===== src/rtl/sema_pkg.sv =====
package sema_pkg;

  localparam int SAMPLE_WIDTH_DEF = 24;
  localparam int COUNT_WIDTH_DEF  = 16;

  localparam int FRAC_BITS       = 16;
  localparam int HALF_LSB        = 32768;
  localparam int MIN_STAT_COUNT  = 10;
  localparam int ALPHA_ONE       = 65536;
  localparam int ALPHA_WIDTH     = 17;
  localparam int CAL_WIDTH       = 16;
  localparam int SIGMA_WIDTH     = 16;
  localparam int CFG_INDEX_WIDTH = 3;

  localparam int ALU_WIDTH      = 64;
  localparam int ALU_STEP_WIDTH = 7;

  localparam int CAL_COUNT_RST  = 10;
  localparam int ALPHA_RST      = 6554;
  localparam int SIGMA_RST      = 768;
  localparam int VALID_MIN_RST  = -12800;
  localparam int VALID_MAX_RST  = 51200;

  typedef enum logic [CFG_INDEX_WIDTH-1:0] {
    CFG_CAL_COUNT,
    CFG_ALPHA,
    CFG_SIGMA,
    CFG_VALID_MIN,
    CFG_VALID_MAX,
    CFG_ALARM_HIGH,
    CFG_ALARM_LOW
  } cfg_index_t;

  typedef enum logic [3:0] {
    ST_IDLE,
    ST_DEV_SQ,
    ST_DEV_N,
    ST_SIG_SQ,
    ST_SIG_SUM,
    ST_FILT_SEL,
    ST_FILT,
    ST_DIV,
    ST_VAR_CHK,
    ST_VAR,
    ST_OUT
  } state_t;

  typedef struct packed {
    logic                      start;
    logic                      div;
    logic [ALU_STEP_WIDTH-1:0] steps;
  } alu_req_t;

endpackage


===== src/rtl/sema_ifs.sv =====
interface sema_sample_if import sema_pkg::*; #(
  parameter int SAMPLE_WIDTH = SAMPLE_WIDTH_DEF
) ();
  logic                           valid;
  logic                           ready;
  logic signed [SAMPLE_WIDTH-1:0] sample;

  modport source (output valid, output sample, input ready);
  modport sink (input valid, input sample, output ready);
endinterface

interface sema_result_if import sema_pkg::*; #(
  parameter int SAMPLE_WIDTH = SAMPLE_WIDTH_DEF
) ();
  logic                           valid;
  logic                           ready;
  logic signed [SAMPLE_WIDTH-1:0] filtered_value;
  logic signed [SAMPLE_WIDTH-1:0] running_mean;
  logic                           outlier_flag;
  logic                           range_error;
  logic                           above_high;
  logic                           below_low;
  logic                           is_calibrated;

  modport source (output valid, output filtered_value, output running_mean,
                  output outlier_flag, output range_error, output above_high,
                  output below_low, output is_calibrated, input ready);
  modport sink (input valid, input filtered_value, input running_mean,
                input outlier_flag, input range_error, input above_high,
                input below_low, input is_calibrated, output ready);
endinterface

interface sema_cfg_if import sema_pkg::*; #(
  parameter int DATA_WIDTH = SAMPLE_WIDTH_DEF
) ();
  logic                       valid;
  logic                       ready;
  logic [CFG_INDEX_WIDTH-1:0] index;
  logic [DATA_WIDTH-1:0]      data;

  modport source (output valid, output index, output data, input ready);
  modport sink (input valid, input index, input data, output ready);
endinterface


===== src/rtl/sema_alu.sv =====
module sema_alu import sema_pkg::*; (
  input  logic                     clk,
  input  logic                     rst,
  input  alu_req_t                 req,
  input  logic [ALU_WIDTH-1:0]     mcand,
  input  logic [ALU_WIDTH-1:0]     opnd,
  output logic                     busy,
  output logic                     done,
  output logic [2*ALU_WIDTH-1:0]   pr
);

  logic [ALU_STEP_WIDTH-1:0] cnt;
  logic                      div;
  logic [ALU_WIDTH-1:0]      mc;
  logic [ALU_WIDTH:0]        add;
  logic [ALU_WIDTH-1:0]      rem_t;
  logic [ALU_WIDTH-1:0]      rem_n;
  logic                      ge;
  logic [2*ALU_WIDTH-1:0]    pr_next;

  // multiply: lsb first shift-add; divide: restoring, quotient shifts in at the bottom
  always_comb begin
    add   = {1'b0, pr[2*ALU_WIDTH-1:ALU_WIDTH]} + (pr[0] ? {1'b0, mc} : '0);
    rem_t = {pr[2*ALU_WIDTH-2:ALU_WIDTH], pr[ALU_WIDTH-1]};
    ge    = rem_t >= mc;
    rem_n = ge ? rem_t - mc : rem_t;
    if (div) begin
      pr_next = {rem_n, pr[ALU_WIDTH-2:0], ge};
    end else begin
      pr_next = {add, pr[ALU_WIDTH-1:1]};
    end
  end

  always_ff @(posedge clk) begin
    if (rst) begin
      busy <= 1'b0;
      done <= 1'b0;
      cnt  <= '0;
    end else begin
      done <= 1'b0;
      if (req.start) begin
        busy <= 1'b1;
        cnt  <= req.steps;
      end else if (busy) begin
        cnt <= cnt - 1'b1;
        if (cnt == ALU_STEP_WIDTH'(1)) begin
          busy <= 1'b0;
          done <= 1'b1;
        end
      end
    end
  end

  always_ff @(posedge clk) begin
    if (req.start) begin
      div <= req.div;
      mc  <= mcand;
      pr  <= {{ALU_WIDTH{1'b0}}, opnd};
    end else if (busy) begin
      pr <= pr_next;
    end
  end

endmodule


===== src/rtl/sema_cfg.sv =====
module sema_cfg import sema_pkg::*; #(
  parameter int SAMPLE_WIDTH = SAMPLE_WIDTH_DEF
) (
  input  logic                           clk,
  input  logic                           rst,
  sema_cfg_if.sink                       cfg,
  output logic [CAL_WIDTH-1:0]           cal_count,
  output logic [ALPHA_WIDTH-1:0]         alpha_eff,
  output logic [SIGMA_WIDTH-1:0]         sigma,
  output logic signed [SAMPLE_WIDTH-1:0] valid_min,
  output logic signed [SAMPLE_WIDTH-1:0] valid_max,
  output logic signed [SAMPLE_WIDTH-1:0] alarm_high,
  output logic signed [SAMPLE_WIDTH-1:0] alarm_low
);

  localparam logic signed [SAMPLE_WIDTH-1:0] SMAX = {1'b0, {(SAMPLE_WIDTH-1){1'b1}}};
  localparam logic signed [SAMPLE_WIDTH-1:0] SMIN = {1'b1, {(SAMPLE_WIDTH-1){1'b0}}};

  logic [ALPHA_WIDTH-1:0] alpha;

  assign cfg.ready = 1'b1;
  // alpha above one acts as one
  assign alpha_eff = (alpha > ALPHA_WIDTH'(ALPHA_ONE)) ? ALPHA_WIDTH'(ALPHA_ONE) : alpha;

  always_ff @(posedge clk) begin
    if (rst) begin
      cal_count  <= CAL_WIDTH'(CAL_COUNT_RST);
      alpha      <= ALPHA_WIDTH'(ALPHA_RST);
      sigma      <= SIGMA_WIDTH'(SIGMA_RST);
      valid_min  <= SAMPLE_WIDTH'(VALID_MIN_RST);
      valid_max  <= SAMPLE_WIDTH'(VALID_MAX_RST);
      alarm_high <= SMAX;
      alarm_low  <= SMIN;
    end else if (cfg.valid) begin
      unique case (cfg_index_t'(cfg.index))
        CFG_CAL_COUNT:  cal_count  <= cfg.data[CAL_WIDTH-1:0];
        CFG_ALPHA:      alpha      <= cfg.data[ALPHA_WIDTH-1:0];
        CFG_SIGMA:      sigma      <= cfg.data[SIGMA_WIDTH-1:0];
        CFG_VALID_MIN:  valid_min  <= $signed(cfg.data[SAMPLE_WIDTH-1:0]);
        CFG_VALID_MAX:  valid_max  <= $signed(cfg.data[SAMPLE_WIDTH-1:0]);
        CFG_ALARM_HIGH: alarm_high <= $signed(cfg.data[SAMPLE_WIDTH-1:0]);
        CFG_ALARM_LOW:  alarm_low  <= $signed(cfg.data[SAMPLE_WIDTH-1:0]);
        default: ;
      endcase
    end
  end

endmodule


===== src/rtl/sensor_ema_outlier_filter.sv =====
// Single-channel sensor conditioner. Samples are range checked, averaged during calibration,
// then screened against the running mean (squared k-sigma test once ten samples are in) and
// fed to an exponential filter plus Welford mean/variance statistics. One sample is worked
// at a time; ready is high only while idle. All products and the division by the count go
// through one shared shift-add / restoring-divide unit that retires one bit per cycle. The
// first calibration sample goes straight to the output; later calibration samples take the
// division, plus the variance term when it is taken; a filtering sample with the outlier
// test takes its products, then the filter product, the division and, when taken, the
// variance term. A finished result waits in an output register, so the next sample can be
// taken meanwhile; a result still waiting when the next one is done adds its wait.
module sensor_ema_outlier_filter import sema_pkg::*; #(
  parameter int SAMPLE_WIDTH = SAMPLE_WIDTH_DEF,
  parameter int COUNT_WIDTH  = COUNT_WIDTH_DEF
) (
  input  logic          clk,
  input  logic          rst,
  sema_sample_if.sink   samples,
  sema_result_if.source results,
  sema_cfg_if.sink      cfg
);

  localparam int SW     = SAMPLE_WIDTH;
  localparam int CW     = COUNT_WIDTH;
  localparam int MW     = SW + FRAC_BITS;
  localparam int DW     = SW + FRAC_BITS + 1;
  localparam int PW     = SW + ALPHA_WIDTH + 1;
  localparam int LW     = 4 * FRAC_BITS + CW + FRAC_BITS;
  localparam int DEV_W  = DW - FRAC_BITS;
  localparam int DEV_STEPS = 32;
  localparam int SQ_STEPS  = 32;
  localparam int A2W    = 2 * ALU_WIDTH;

  state_t state, state_next;
  logic   go, go_next;

  logic [CAL_WIDTH-1:0]   cal_count;
  logic [ALPHA_WIDTH-1:0] alpha_eff;
  logic [SIGMA_WIDTH-1:0] sigma;
  logic signed [SW-1:0]   valid_min, valid_max, alarm_high, alarm_low;

  alu_req_t             alu_req;
  logic [ALU_WIDTH-1:0] alu_mcand, alu_opnd;
  logic                 alu_busy, alu_done;
  logic [A2W-1:0]       pr;

  logic signed [SW-1:0] filt;
  logic signed [MW-1:0] mean;
  logic [63:0]          sq;
  logic [CW-1:0]        cnt;
  logic                 cal;
  logic signed [SW-1:0] s_reg;
  logic                 rerr, outl, calib_st;
  logic [LW-1:0]        lhs;
  logic [ALU_WIDTH-1:0] tmp;
  logic [DW-1:0]        d1_mag;
  logic                 d1_neg, d1_pos;

  logic                 out_valid;
  logic signed [SW-1:0] out_filt, out_mean;
  logic                 out_outl, out_rerr, out_high, out_low, out_cal;

  logic                 accept;
  logic                 rerr_c, calib_c;
  logic signed [SW-1:0] s_sel;
  logic [CW-1:0]        n_c;

  logic signed [MW-1:0] x24;
  logic signed [DW-1:0] d;
  logic [DW-1:0]        d_mag;
  logic                 d_neg, d_pos;
  logic [DEV_W-1:0]     dev;
  logic [31:0]          dev_cap;

  logic signed [SW:0]   fd;
  logic [SW:0]          fd_mag;
  logic [PW-1:0]        fa_p;
  logic signed [PW:0]   fa_s, fa_r, fa_sh;
  logic signed [SW-1:0] filt_fa;

  logic signed [MW:0]   mean_r, mean_sh;
  logic signed [SW-1:0] mq, f_out;
  logic [DW-1:0]        q, q_s;
  logic [A2W-1:0]       wv;
  logic [63:0]          term;
  logic [64:0]          sq_add;

  sema_cfg #(.SAMPLE_WIDTH(SW)) u_cfg (
    .clk        (clk),
    .rst        (rst),
    .cfg        (cfg),
    .cal_count  (cal_count),
    .alpha_eff  (alpha_eff),
    .sigma      (sigma),
    .valid_min  (valid_min),
    .valid_max  (valid_max),
    .alarm_high (alarm_high),
    .alarm_low  (alarm_low)
  );

  sema_alu u_alu (
    .clk   (clk),
    .rst   (rst),
    .req   (alu_req),
    .mcand (alu_mcand),
    .opnd  (alu_opnd),
    .busy  (alu_busy),
    .done  (alu_done),
    .pr    (pr)
  );

  assign samples.ready = (state == ST_IDLE);
  assign accept        = samples.valid && samples.ready;

  always_comb begin
    rerr_c  = (samples.sample < valid_min) || (samples.sample > valid_max);
    s_sel   = rerr_c ? filt : samples.sample;
    n_c     = (cnt == {CW{1'b1}}) ? cnt : cnt + 1'b1;
    calib_c = !cal && (32'(n_c) <= 32'(cal_count));
  end

  // deviation of the working sample from the current mean
  always_comb begin
    x24     = {s_reg, {FRAC_BITS{1'b0}}};
    d       = {x24[MW-1], x24} - {mean[MW-1], mean};
    d_neg   = d[DW-1];
    d_pos   = !d[DW-1] && (|d);
    d_mag   = d_neg ? -d : d;
    dev     = d_mag[DW-1:FRAC_BITS];
    dev_cap = (64'(dev) > 64'hFFFF_FFFF) ? 32'hFFFF_FFFF : 32'(dev);
  end

  // filter: f + ((alpha*(s-f) + half) >>> 16)
  always_comb begin
    fd      = {s_reg[SW-1], s_reg} - {filt[SW-1], filt};
    fd_mag  = fd[SW] ? -fd : fd;
    fa_p    = PW'(pr >> (ALU_WIDTH - ALPHA_WIDTH));
    fa_s    = fd[SW] ? -$signed({1'b0, fa_p}) : $signed({1'b0, fa_p});
    fa_r    = fa_s + $signed((PW+1)'(HALF_LSB));
    fa_sh   = fa_r >>> FRAC_BITS;
    filt_fa = filt + SW'(fa_sh);
  end

  always_comb begin
    mean_r  = $signed({mean[MW-1], mean}) + $signed((MW+1)'(HALF_LSB));
    mean_sh = mean_r >>> FRAC_BITS;
    mq      = SW'(mean_sh);
    f_out   = calib_st ? mq : filt;
    q       = pr[DW-1:0];
    q_s     = d1_neg ? -q : q;
    wv      = pr >> (ALU_WIDTH - DW);
    term    = (|wv[A2W-1:96]) ? '1 : wv[95:32];
    sq_add  = {1'b0, sq} + {1'b0, term};
  end

  always_comb begin
    state_next = state;
    go_next    = 1'b0;
    unique case (state)
      ST_IDLE: begin
        if (samples.valid) begin
          if (calib_c) begin
            if (n_c == CW'(1)) begin
              state_next = ST_OUT;
            end else begin
              state_next = ST_DIV;
              go_next    = 1'b1;
            end
          end else if (32'(n_c) >= 32'(MIN_STAT_COUNT)) begin
            state_next = ST_DEV_SQ;
            go_next    = 1'b1;
          end else begin
            state_next = ST_FILT_SEL;
          end
        end
      end
      ST_DEV_SQ: begin
        if (alu_done) begin
          state_next = ST_DEV_N;
          go_next    = 1'b1;
        end
      end
      ST_DEV_N: begin
        if (alu_done) begin
          state_next = ST_SIG_SQ;
          go_next    = 1'b1;
        end
      end
      ST_SIG_SQ: begin
        if (alu_done) begin
          state_next = ST_SIG_SUM;
          go_next    = 1'b1;
        end
      end
      ST_SIG_SUM: begin
        if (alu_done) state_next = ST_FILT_SEL;
      end
      ST_FILT_SEL: begin
        go_next    = 1'b1;
        state_next = (cnt == CW'(1)) ? ST_DIV : ST_FILT;
      end
      ST_FILT: begin
        if (alu_done) begin
          state_next = ST_DIV;
          go_next    = 1'b1;
        end
      end
      ST_DIV: begin
        if (alu_done) state_next = ST_VAR_CHK;
      end
      ST_VAR_CHK: begin
        // variance term only when old and new deviations share a sign
        if ((d1_pos && d_pos) || (d1_neg && d_neg)) begin
          state_next = ST_VAR;
          go_next    = 1'b1;
        end else begin
          state_next = ST_OUT;
        end
      end
      ST_VAR: begin
        if (alu_done) state_next = ST_OUT;
      end
      ST_OUT: begin
        if (!out_valid || results.ready) state_next = ST_IDLE;
      end
      default: state_next = ST_IDLE;
    endcase
  end

  always_comb begin
    alu_req.start = go;
    alu_req.div   = (state == ST_DIV);
    alu_req.steps = '0;
    alu_mcand     = '0;
    alu_opnd      = '0;
    case (state)
      ST_DEV_SQ: begin
        alu_req.steps = ALU_STEP_WIDTH'(DEV_STEPS);
        alu_mcand     = ALU_WIDTH'(dev_cap);
        alu_opnd      = ALU_WIDTH'(dev_cap);
      end
      ST_DEV_N: begin
        alu_req.steps = ALU_STEP_WIDTH'(CW);
        alu_mcand     = tmp;
        alu_opnd      = ALU_WIDTH'(cnt - 1'b1);
      end
      ST_SIG_SQ: begin
        alu_req.steps = ALU_STEP_WIDTH'(SIGMA_WIDTH);
        alu_mcand     = ALU_WIDTH'(sigma);
        alu_opnd      = ALU_WIDTH'(sigma);
      end
      ST_SIG_SUM: begin
        alu_req.steps = ALU_STEP_WIDTH'(SQ_STEPS);
        alu_mcand     = sq;
        alu_opnd      = tmp;
      end
      ST_FILT: begin
        alu_req.steps = ALU_STEP_WIDTH'(ALPHA_WIDTH);
        alu_mcand     = ALU_WIDTH'(fd_mag);
        alu_opnd      = ALU_WIDTH'(alpha_eff);
      end
      ST_DIV: begin
        // dividend goes in msb aligned
        alu_req.steps = ALU_STEP_WIDTH'(DW);
        alu_mcand     = ALU_WIDTH'(cnt);
        alu_opnd      = ALU_WIDTH'(d_mag) << (ALU_WIDTH - DW);
      end
      ST_VAR: begin
        alu_req.steps = ALU_STEP_WIDTH'(DW);
        alu_mcand     = ALU_WIDTH'(d1_mag);
        alu_opnd      = ALU_WIDTH'(d_mag);
      end
      default: ;
    endcase
  end

  always_ff @(posedge clk) begin
    if (rst) begin
      state     <= ST_IDLE;
      go        <= 1'b0;
      cnt       <= '0;
      cal       <= 1'b0;
      out_valid <= 1'b0;
    end else begin
      state <= state_next;
      go    <= go_next;
      if (accept) begin
        cnt <= n_c;
        if (!calib_c) cal <= 1'b1;
      end
      if (state == ST_OUT && state_next == ST_IDLE) begin
        out_valid <= 1'b1;
      end else if (results.ready) begin
        out_valid <= 1'b0;
      end
    end
  end

  always_ff @(posedge clk) begin
    if (rst) begin
      filt <= '0;
      mean <= '0;
      sq   <= '0;
    end else begin
      if (accept) begin
        s_reg    <= s_sel;
        rerr     <= rerr_c;
        outl     <= 1'b0;
        calib_st <= calib_c;
        if (calib_c && n_c == CW'(1)) begin
          filt <= s_sel;
          mean <= {s_sel, {FRAC_BITS{1'b0}}};
          sq   <= '0;
        end
      end
      case (state)
        ST_DEV_SQ: if (alu_done) tmp <= pr[ALU_WIDTH+DEV_STEPS-1:ALU_WIDTH-DEV_STEPS];
        ST_DEV_N:  if (alu_done) lhs <= LW'((pr >> (ALU_WIDTH - CW)) << FRAC_BITS);
        ST_SIG_SQ: begin
          if (alu_done) begin
            tmp <= ALU_WIDTH'(pr[ALU_WIDTH+SIGMA_WIDTH-1:ALU_WIDTH-SIGMA_WIDTH]);
          end
        end
        ST_SIG_SUM: begin
          if (alu_done && (A2W'(lhs) > (pr >> (ALU_WIDTH - SQ_STEPS)))) begin
            outl  <= 1'b1;
            s_reg <= filt;
          end
        end
        ST_FILT_SEL: if (cnt == CW'(1)) filt <= s_reg;
        ST_FILT:     if (alu_done) filt <= filt_fa;
        ST_DIV: begin
          if (go) begin
            d1_mag <= d_mag;
            d1_neg <= d_neg;
            d1_pos <= d_pos;
          end
          if (alu_done) mean <= mean + MW'(q_s);
        end
        ST_VAR: if (alu_done) sq <= sq_add[64] ? '1 : sq_add[63:0];
        ST_OUT: begin
          if (state_next == ST_IDLE) begin
            filt     <= f_out;
            out_filt <= f_out;
            out_mean <= mq;
            out_outl <= outl;
            out_rerr <= rerr;
            out_high <= f_out > alarm_high;
            out_low  <= f_out < alarm_low;
            out_cal  <= cal;
          end
        end
        default: ;
      endcase
    end
  end

  assign results.valid          = out_valid;
  assign results.filtered_value = out_filt;
  assign results.running_mean   = out_mean;
  assign results.outlier_flag   = out_outl;
  assign results.range_error    = out_rerr;
  assign results.above_high     = out_high;
  assign results.below_low      = out_low;
  assign results.is_calibrated  = out_cal;

  a_alu_start_idle: assert property (@(posedge clk) disable iff (rst)
    alu_req.start |-> !alu_busy)
    else $error("shared unit started while busy");

  a_one_sample: assert property (@(posedge clk) disable iff (rst)
    accept |=> !samples.ready)
    else $error("sample taken while previous one in work");

  a_outlier_cal: assert property (@(posedge clk) disable iff (rst)
    results.valid && results.outlier_flag |-> results.is_calibrated)
    else $error("outlier flagged during calibration");

  a_count_mono: assert property (@(posedge clk) disable iff (rst)
    1'b1 |=> cnt >= $past(cnt))
    else $error("sample count went down");

endmodule

===== src/flat_wrapper.sv =====
// flat-port wrapper written by rule: the top's interface ports become plain ports
module sensor_ema_outlier_filter_flat import sema_pkg::*;
#(
  parameter int SAMPLE_WIDTH = SAMPLE_WIDTH_DEF,
  parameter int COUNT_WIDTH  = COUNT_WIDTH_DEF
)
  (clk, rst, samples_valid, samples_sample, samples_ready, results_valid, results_filtered_value, results_running_mean, results_outlier_flag, results_range_error, results_above_high, results_below_low, results_is_calibrated, results_ready, cfg_valid, cfg_index, cfg_data, cfg_ready);
  sema_sample_if #(.SAMPLE_WIDTH(SAMPLE_WIDTH)) samples_i ();
  sema_result_if #(.SAMPLE_WIDTH(SAMPLE_WIDTH)) results_i ();
  sema_cfg_if cfg_i ();
  input  logic clk;
  input  logic rst;
  input wire logic [$bits(samples_i.valid)-1:0] samples_valid;
  input wire logic [$bits(samples_i.sample)-1:0] samples_sample;
  output wire logic [$bits(samples_i.ready)-1:0] samples_ready;
  output wire logic [$bits(results_i.valid)-1:0] results_valid;
  output wire logic [$bits(results_i.filtered_value)-1:0] results_filtered_value;
  output wire logic [$bits(results_i.running_mean)-1:0] results_running_mean;
  output wire logic [$bits(results_i.outlier_flag)-1:0] results_outlier_flag;
  output wire logic [$bits(results_i.range_error)-1:0] results_range_error;
  output wire logic [$bits(results_i.above_high)-1:0] results_above_high;
  output wire logic [$bits(results_i.below_low)-1:0] results_below_low;
  output wire logic [$bits(results_i.is_calibrated)-1:0] results_is_calibrated;
  input wire logic [$bits(results_i.ready)-1:0] results_ready;
  input wire logic [$bits(cfg_i.valid)-1:0] cfg_valid;
  input wire logic [$bits(cfg_i.index)-1:0] cfg_index;
  input wire logic [$bits(cfg_i.data)-1:0] cfg_data;
  output wire logic [$bits(cfg_i.ready)-1:0] cfg_ready;
  assign samples_i.valid = samples_valid;
  assign samples_i.sample = samples_sample;
  assign samples_ready = samples_i.ready;
  assign results_valid = results_i.valid;
  assign results_filtered_value = results_i.filtered_value;
  assign results_running_mean = results_i.running_mean;
  assign results_outlier_flag = results_i.outlier_flag;
  assign results_range_error = results_i.range_error;
  assign results_above_high = results_i.above_high;
  assign results_below_low = results_i.below_low;
  assign results_is_calibrated = results_i.is_calibrated;
  assign results_i.ready = results_ready;
  assign cfg_i.valid = cfg_valid;
  assign cfg_i.index = cfg_index;
  assign cfg_i.data = cfg_data;
  assign cfg_ready = cfg_i.ready;
  sensor_ema_outlier_filter #(.SAMPLE_WIDTH(SAMPLE_WIDTH), .COUNT_WIDTH(COUNT_WIDTH)) u_core (.clk(clk), .rst(rst), .samples(samples_i), .results(results_i), .cfg(cfg_i));
endmodule

===== config.mk =====
export PLATFORM = sky130hd
export DESIGN_NAME = sensor_ema_outlier_filter_flat
export DESIGN_NICKNAME = d
export VERILOG_FILES = /design/src/rtl/sema_pkg.sv /design/src/rtl/sema_ifs.sv /design/src/rtl/sema_alu.sv /design/src/rtl/sema_cfg.sv /design/src/rtl/sensor_ema_outlier_filter.sv /design/src/flat_wrapper.sv
export SDC_FILE = /design/constraint.sdc
export NUM_CORES = 2
export LEC_CHECK = 0
export BUFFER_PORTS_ARGS = -buffer_cell sky130_fd_sc_hd__buf_2
export CAP_MARGIN = 25
export CORE_MARGIN = 1.5
export CORE_UTILIZATION = 55
export DETAILED_ROUTE_END_ITERATION = 10
export PLACE_DENSITY = 0.67
export SLEW_MARGIN = 40
export SYNTH_ARGS = -nofsm -noshare
export SYNTH_HDL_FRONTEND = slang
export SYNTH_SLANG_ARGS = --single-unit

===== constraint.sdc =====
create_clock -name clk -period 10.6 [get_ports clk]
set_input_delay 1.06 -clock clk [delete_from_list [all_inputs] [get_ports clk]]
set_output_delay 1.06 -clock clk [all_outputs]
set_load 0.03 [all_outputs]

; ---- Yosys cells after proc, flatten, opt, wreduce, memory -nomap -nowiden
; Index checks and enable logic that the tools add are counted.
; W data, S select, Z words.
[word_totals]
register_bits = 765
inputBits = 56
out_inout_bits = 56
word_cells = 199
[op_classes]
addsub = 16
n_lt_le_gt_ge = 9
eq_ne = 22
muxes = 71
bitwise_logic = 3
reduce_logical = 40
[ops]
columns = operator, n
row1 = $pmux W64 S7, 2
row2 = $mux W64, 12
row3 = $mux W24, 10
row4 = $mux W40, 6
row5 = $add A64 B64 Y65, 2
row6 = $mux W128, 1
row7 = $pmux W64 S2, 1
row8 = $gt A96 B96 Y1, 1
row9 = $add A40 B17 Y40 const B, 2
row10 = $neg A40 Y40, 2
row11 = $pmux W24 S3, 1
row12 = $ge A64 B64 Y1, 1
row13 = $sub A64 B64 Y64, 1
row14 = $gt A24 B24 Y1, 2
row15 = $lt A24 B24 Y1, 2
row16 = $mux W4, 11
row17 = $pmux W4 S11, 1
row18 = $mux W41, 1
row19 = $neg A41 Y41, 1
row20 = $reduce_or A41 Y1, 1
row21 = $sub A40 B40 Y41, 1
row22 = $add A40 B40 Y40, 1
row23 = $eq A16 B1 Y1 const B, 2
row24 = $mux W25, 1
row25 = 41 further kinds, 95

; ---- Logic depth before layout (Yosys ltp)
[depth]
depth_word = 10
depth_mapped = 35
mapped_depth_nobuf = 32

; ---- Hierarchy
; From an unflattened synthesis, not the netlist that was laid out.
[hier_totals]
hier_cells = 7469
hier_area_um2 = 61666.6
[modules_own_cells]
columns = mod, n_inst, cells_each, area_each_um2, seq_area_each_um2
row1 = sensor_ema_outlier_filter, 1, 4619, 38481.9, 11040.6
row2 = sema_alu, 1, 2179, 17742.0, 5335.1
row3 = sema_cfg, 1, 671, 5442.7, 2902.8

; ---- Worst setup path after synthesis
; No wires, ideal clock.
[synth_timing]
path_type = input -> register
start = in rst
end = reg u_core.lhs[16] (enable)
setup_time_ps = 616
t_arrival_ps = 7140
required_ps = 9984
setup_slack_ps = 2844
stages = 4
n_path_buf = 3
cell_sequence = clkbuf_1 -> clkbuf_1 -> clkbuf_1 -> nor3_1
[synth_between]
elab_chain_cells = 2
[synth_rtl]
columns = element, line
row1 = from (decl), flat_wrapper.sv:12  ; input logic rst;
row2 = $not A1 Y1 (no source line), -
row3 = $reduce_and A3 Y1 (no source line), -
row4 = to (signal assigned), sensor_ema_outlier_filter.sv:317  ; ST_DEV_N: if (alu_done) lhs <= LW'((pr >> (ALU_WIDTH - CW)) << FRAC_BITS);
row5 = to (decl), sensor_ema_outlier_filter.sv:53  ; logic [LW-1:0] lhs;
; No other way between the ends.
; A chain may end at the register's enable or synchronous reset.

; ---- Final worst setup path
[layout_timing]
start = reg u_core.filt[0]
end = reg u_core.filt[23]
[layout_between]
elab_chain_cells = 6
[layout_rtl]
columns = element, line
row1 = from (decl), sensor_ema_outlier_filter.sv:46  ; logic signed [SW-1:0] filt;
row2 = from (signal assigned), sensor_ema_outlier_filter.sv:310  ; filt <= s_sel;
row3 = from (signal assigned), sensor_ema_outlier_filter.sv:329  ; ST_FILT_SEL: if (cnt == CW'(1)) filt <= s_reg;
row4 = from (signal assigned), sensor_ema_outlier_filter.sv:330  ; ST_FILT: if (alu_done) filt <= filt_fa;
row5 = $sub A24 B24 Y25, sensor_ema_outlier_filter.sv:134  ; fd = {s_reg[SW-1], s_reg} - {filt[SW-1], filt};
row6 = $mux W40, sensor_ema_outlier_filter.sv:137  ; fa_s = fd[SW] ? -$signed({1'b0, fa_p}) : $signed({1'b0, fa_p});
row7 = $add A40 B17 Y40, sensor_ema_outlier_filter.sv:138  ; fa_r = fa_s + $signed((PW+1)'(HALF_LSB));
row8 = $add A24 B24 Y24 *, sensor_ema_outlier_filter.sv:140  ; filt_fa = filt + SW'(fa_sh);
row9 = $mux W24 *, sensor_ema_outlier_filter.sv:330
row10 = $pmux W24 S3 *, sensor_ema_outlier_filter.sv:315  ; case (state)
; Mark *: on every way between the ends. The rest lies on a longest branch, timed or not.

==> results.sh <==
export IMPL_yosys_area_share_simple_pct=17.1
export IMPL_cts_tree="built"
export IMPL_pwr_share_seq_pct=23.3
export IMPL_post_cts_setup_buffers=0
export IMPL_slew_limit_headroom_pct=31.0
export IMPL_remaining_drc_errors=0
export IMPL_overflow=0
export IMPL_power_ir_vdd_worst_mv=0.194
export IMPL_clock_sinks=765
export IMPL_finalHoldViolCount=0
export IMPL_clock_buffer_count_from_cts=92
export IMPL_synth_edff_count=396
export IMPL_critical_path_max_fanout=35
export IMPL_std_cell_rows=120
export IMPL_syn_inst=7164
export IMPL_critical_path_slowest_cell="sky130_fd_sc_hd__a2111oi_2"
export IMPL_synth_xor_xnor_area_share_pct=6.63
export IMPL_clk_root_buffer_cell="sky130_fd_sc_hd__clkbuf_16"
export IMPL_worstPathRequired_ns=11.14
export IMPL_muxShareOfSynthArea_pct=2.23
export IMPL_grt_max_degree=131
export IMPL_post_cts_hold_buffer_count=0
export IMPL_dr_total_vias=58300
export IMPL_run_status="complete, no violations"
export IMPL_drive_gt1_share_pct=7.47
export IMPL_placement_setup_worst_slack_ns=2.13
export IMPL_worst_pin_slew_ns=1.03
export IMPL_cts_max_level=3
export IMPL_top_level_ports=112
export IMPL_syn2layout_area_growth_pct=8.79
export IMPL_skew_ns=0.0402
export IMPL_nets=7639
export IMPL_filler_cell_count=9637
export IMPL_cts_root_to_sink_buffers=3
export IMPL_die_area_mm2=0.110
export IMPL_drt_antenna_violating_nets=0
export IMPL_cp_slowest_stage_delay_ns=0.71
export IMPL_ys_flop_type="sky130_fd_sc_hd__edfxtp_1"
export IMPL_dr_pass1_iters=9
export IMPL_clk_pin_slew_ns=0.06
export IMPL_worstSkewPairLatency_ns=0.71
export IMPL_reg_largest_list="u_core.u_alu.pr (128), u_core.lhs (80)"
export IMPL_avgRoutedWirePerCell_um=29.1
export IMPL_net_switching_power_w=0.0102
export IMPL_synthesis_nets=7730
export IMPL_cell_internal_pwr_w=0.00967
export IMPL_setup_repair_after_global_routing_missed_its_margin="false"
export IMPL_final_period_utilization_pct=83.1
export IMPL_power_density_mw_per_mm2=308
export IMPL_setup_viol_count_final=0
export IMPL_drtIter0Drc=7293
export IMPL_fin_ws_ns=1.79
export IMPL_finalWirelength_um=249000
export IMPL_power_total_w=0.0199
export IMPL_vert_die_dim_um=332
export IMPL_dp_final_hpwl_um=189000
export IMPL_final_sum_of_negative_setup_slack_ns=0
export IMPL_grt_antenna_before_repair=16
export IMPL_start_util_pct=55.5
export IMPL_path_delay_family="compound AO/OA/AOI/OAI gates"
export IMPL_synth_compound_gate_area_share_pct=25.4
export IMPL_max_freq_mhz=114
export IMPL_multi_input_comb_area_mm2=0.0373
export IMPL_power_clock_fraction_pct=17.0
export IMPL_synthesis_yosys_warnings=0
export IMPL_netlist_cell_type_count=105
export IMPL_io_buffer_count=110
export IMPL_power_frac_comb_pct=59.7
export IMPL_max_flop_register="u_core.u_alu.pr"
export IMPL_place_congestion=1.04
export IMPL_p_sw_share_pct=51.4
export IMPL_async_set_reset_flop_share_out_of_synthesis_pct=0
export IMPL_worst_setup_ep_type="register"
export IMPL_timing_final_max_slew_violations=0
export IMPL_yosys_register_bits=765
export IMPL_path_buf_inv=2
export IMPL_ctsResizeCount=0
export IMPL_timing_setup_critical_path_class="register to register"
export IMPL_startpoint_type_of_the_worst_setup_path="register"
export IMPL_mappedNetlistArea_mm2=0.0594
export IMPL_arrival_ns=9.35
export IMPL_power_leakage_nw=26.1
export IMPL_synth_adder_area_share_pct=10.8
export IMPL_hp_class="register to register"
export IMPL_vias_in_the_first_global_route=54500
export IMPL_layout_min_cycle_time_ns=8.81
export IMPL_largest_register_ff_count=128
export IMPL_core_area_mm2=0.107
export IMPL_detail_route_vias_per_cell=6.81
export IMPL_cap_violations=0
export IMPL_synth_avg_cell_area_um2=8.29
export IMPL_synth_sequential_area_ratio_pct=32.5
export IMPL_global_route_usage_total_pct=43.6
export IMPL_grt_first_pass_wirelength_um=359000
export IMPL_floorplan_die_width_um=332
export IMPL_layout_area_seq_mm2=0.0193
export IMPL_combinational_family_with_the_most_area_after_synthesis="compound AO/OA/AOI/OAI gates"
cell usage after synthesis, types with 44 or more instances:
cell                       count  area share [%]
sky130_fd_sc_hd__nand2b_1     65            0.68
sky130_fd_sc_hd__nand2_1     749             4.7
sky130_fd_sc_hd__a211oi_1    143             1.8
sky130_fd_sc_hd__a221oi_1     68             1.0
sky130_fd_sc_hd__nor2b_1      74            0.78
sky130_fd_sc_hd__and2_1       44            0.46
sky130_fd_sc_hd__a21oi_1     725             6.1
sky130_fd_sc_hd__xor2_1      140             2.1
sky130_fd_sc_hd__o22ai_1      56            0.59
sky130_fd_sc_hd__a21o_1      213             2.7
sky130_fd_sc_hd__nor4_1       45            0.47
sky130_fd_sc_hd__clkbuf_1    355             2.2
sky130_fd_sc_hd__mux2i_1      94             1.6
sky130_fd_sc_hd__nor2_1      573             3.6
sky130_fd_sc_hd__xnor2_1     310             4.6
sky130_fd_sc_hd__o21ai_0     350             2.9
sky130_fd_sc_hd__edfxtp_1    396              20
sky130_fd_sc_hd__ha_1        504              11
sky130_fd_sc_hd__o21bai_1     47            0.59
sky130_fd_sc_hd__o21a_1       49            0.62
sky130_fd_sc_hd__nor3_1      112            0.94
sky130_fd_sc_hd__nand4_1     173             1.8
sky130_fd_sc_hd__inv_1       426             2.7
sky130_fd_sc_hd__dfxtp_1     369              12
sky130_fd_sc_hd__o211ai_1    107             1.4
sky130_fd_sc_hd__a22oi_1      84             1.1
sky130_fd_sc_hd__nand3_1     142             1.2
sky130_fd_sc_hd__a31oi_1      71            0.75
worst register-to-register path, delay by kind of cell (launching register included):
family / cells / cell delay (ns)
simple gates: 6 / 1.60
fa+ha+maj: 4 / 1.21
buf+inv: 2 / 0.39
flops: 1 / 0.48
compound gates: 15 / 4.51
xor+xnor: 3 / 0.48
final timing paths:
| kind | start | endpoint | slack, ns | cells after the start |
|---|---|---|---|---|
| setup / recovery | u_core.filt[0] | u_core.filt[23] | 1.79 | 30 |
| hold / removal | u_core.u_cfg.valid_min[7] | u_core.u_cfg.valid_min[7] | 0.45 | 2 |
| setup reg to reg | u_core.filt[0] | u_core.filt[23] | 1.79 | 30 |
| hold reg to reg | u_core.u_cfg.valid_min[7] | u_core.u_cfg.valid_min[7] | 0.45 | 2 |
power by group through the flow:
stage | sequential [W] | clock, W | combinational (W)
6_report | 0.00464 | 0.00338 | 0.0119
5_1_grt | 0.00465 | 0.00349 | 0.0125
4_1_cts | 0.00458 | 0.00339 | 0.0114
3_5_place_dp | 0.00464 | 0 | 0.0114
3_3_place_gp | 0.00463 | 0 | 0.0112
2_1_floorplan | 0.00427 | 0 | 0.00753
layout by cell type, fill, tap and decap left out, drive strengths merged, types with 144 or more instances in the layout:
cell    synthesis  layout
o21ai         362     362
nor2          574     574
a211oi        147     147
xnor2         310     310
nand4         173     173
nand2         750     750
inv           428     433
a21o          213     213
a21oi         725     725
ha            504     504
dfxtp         369     369
nand3         144     144
buf            53     223
edfxtp        396     396
per-stage QoR:
step / hold slack (ns) / area (um^2) / util, % / instances
4_1_cts: 0.454 / 64600 / 60.3 / 8555
3_5_place_dp: 0.427 / 61400 / 57.3 / 8381
6_report: 0.454 / 64600 / 60.4 / 8562
2_1_floorplan: 0.400 / 59400 / - / 7164
5_1_grt: 0.470 / 64600 / 60.4 / 8556
3_3_place_gp: 0.440 / 61200 / 57.1 / 8377
kinds of logic after synthesis:
family / count (synthesis)
muxes: 127
AOI/OAI and AO/OA: 2304
other: 1
buffers and inverters: 840
and+or+nand+nor: 2167
DFF: 765
adders and majority gates: 510
xor gates and xnor gates: 450
per-layer routing:
metal | global-route usage (%) | wire length, um | vias up
met4 | 34.8 | 23000 | 16
met1 | 52.6 | 91900 | 27800
met5 | 0 | 105 | -
met3 | 8.31 | 24900 | 869
met2 | 68.3 | 109000 | 3391
li1 | - | - | 26300
cell type report:
class,instances,share of cell area [%]
antenna,6,0.0232
inverter,431,2.51
tap,1403,2.72
multi-input combinational,5559,57.7
timing repair buffer,224,2.30
clock buffer,132,4.20
clock inverter,42,0.716
sequential,765,29.8
Power figures use the tool's default switching activity.
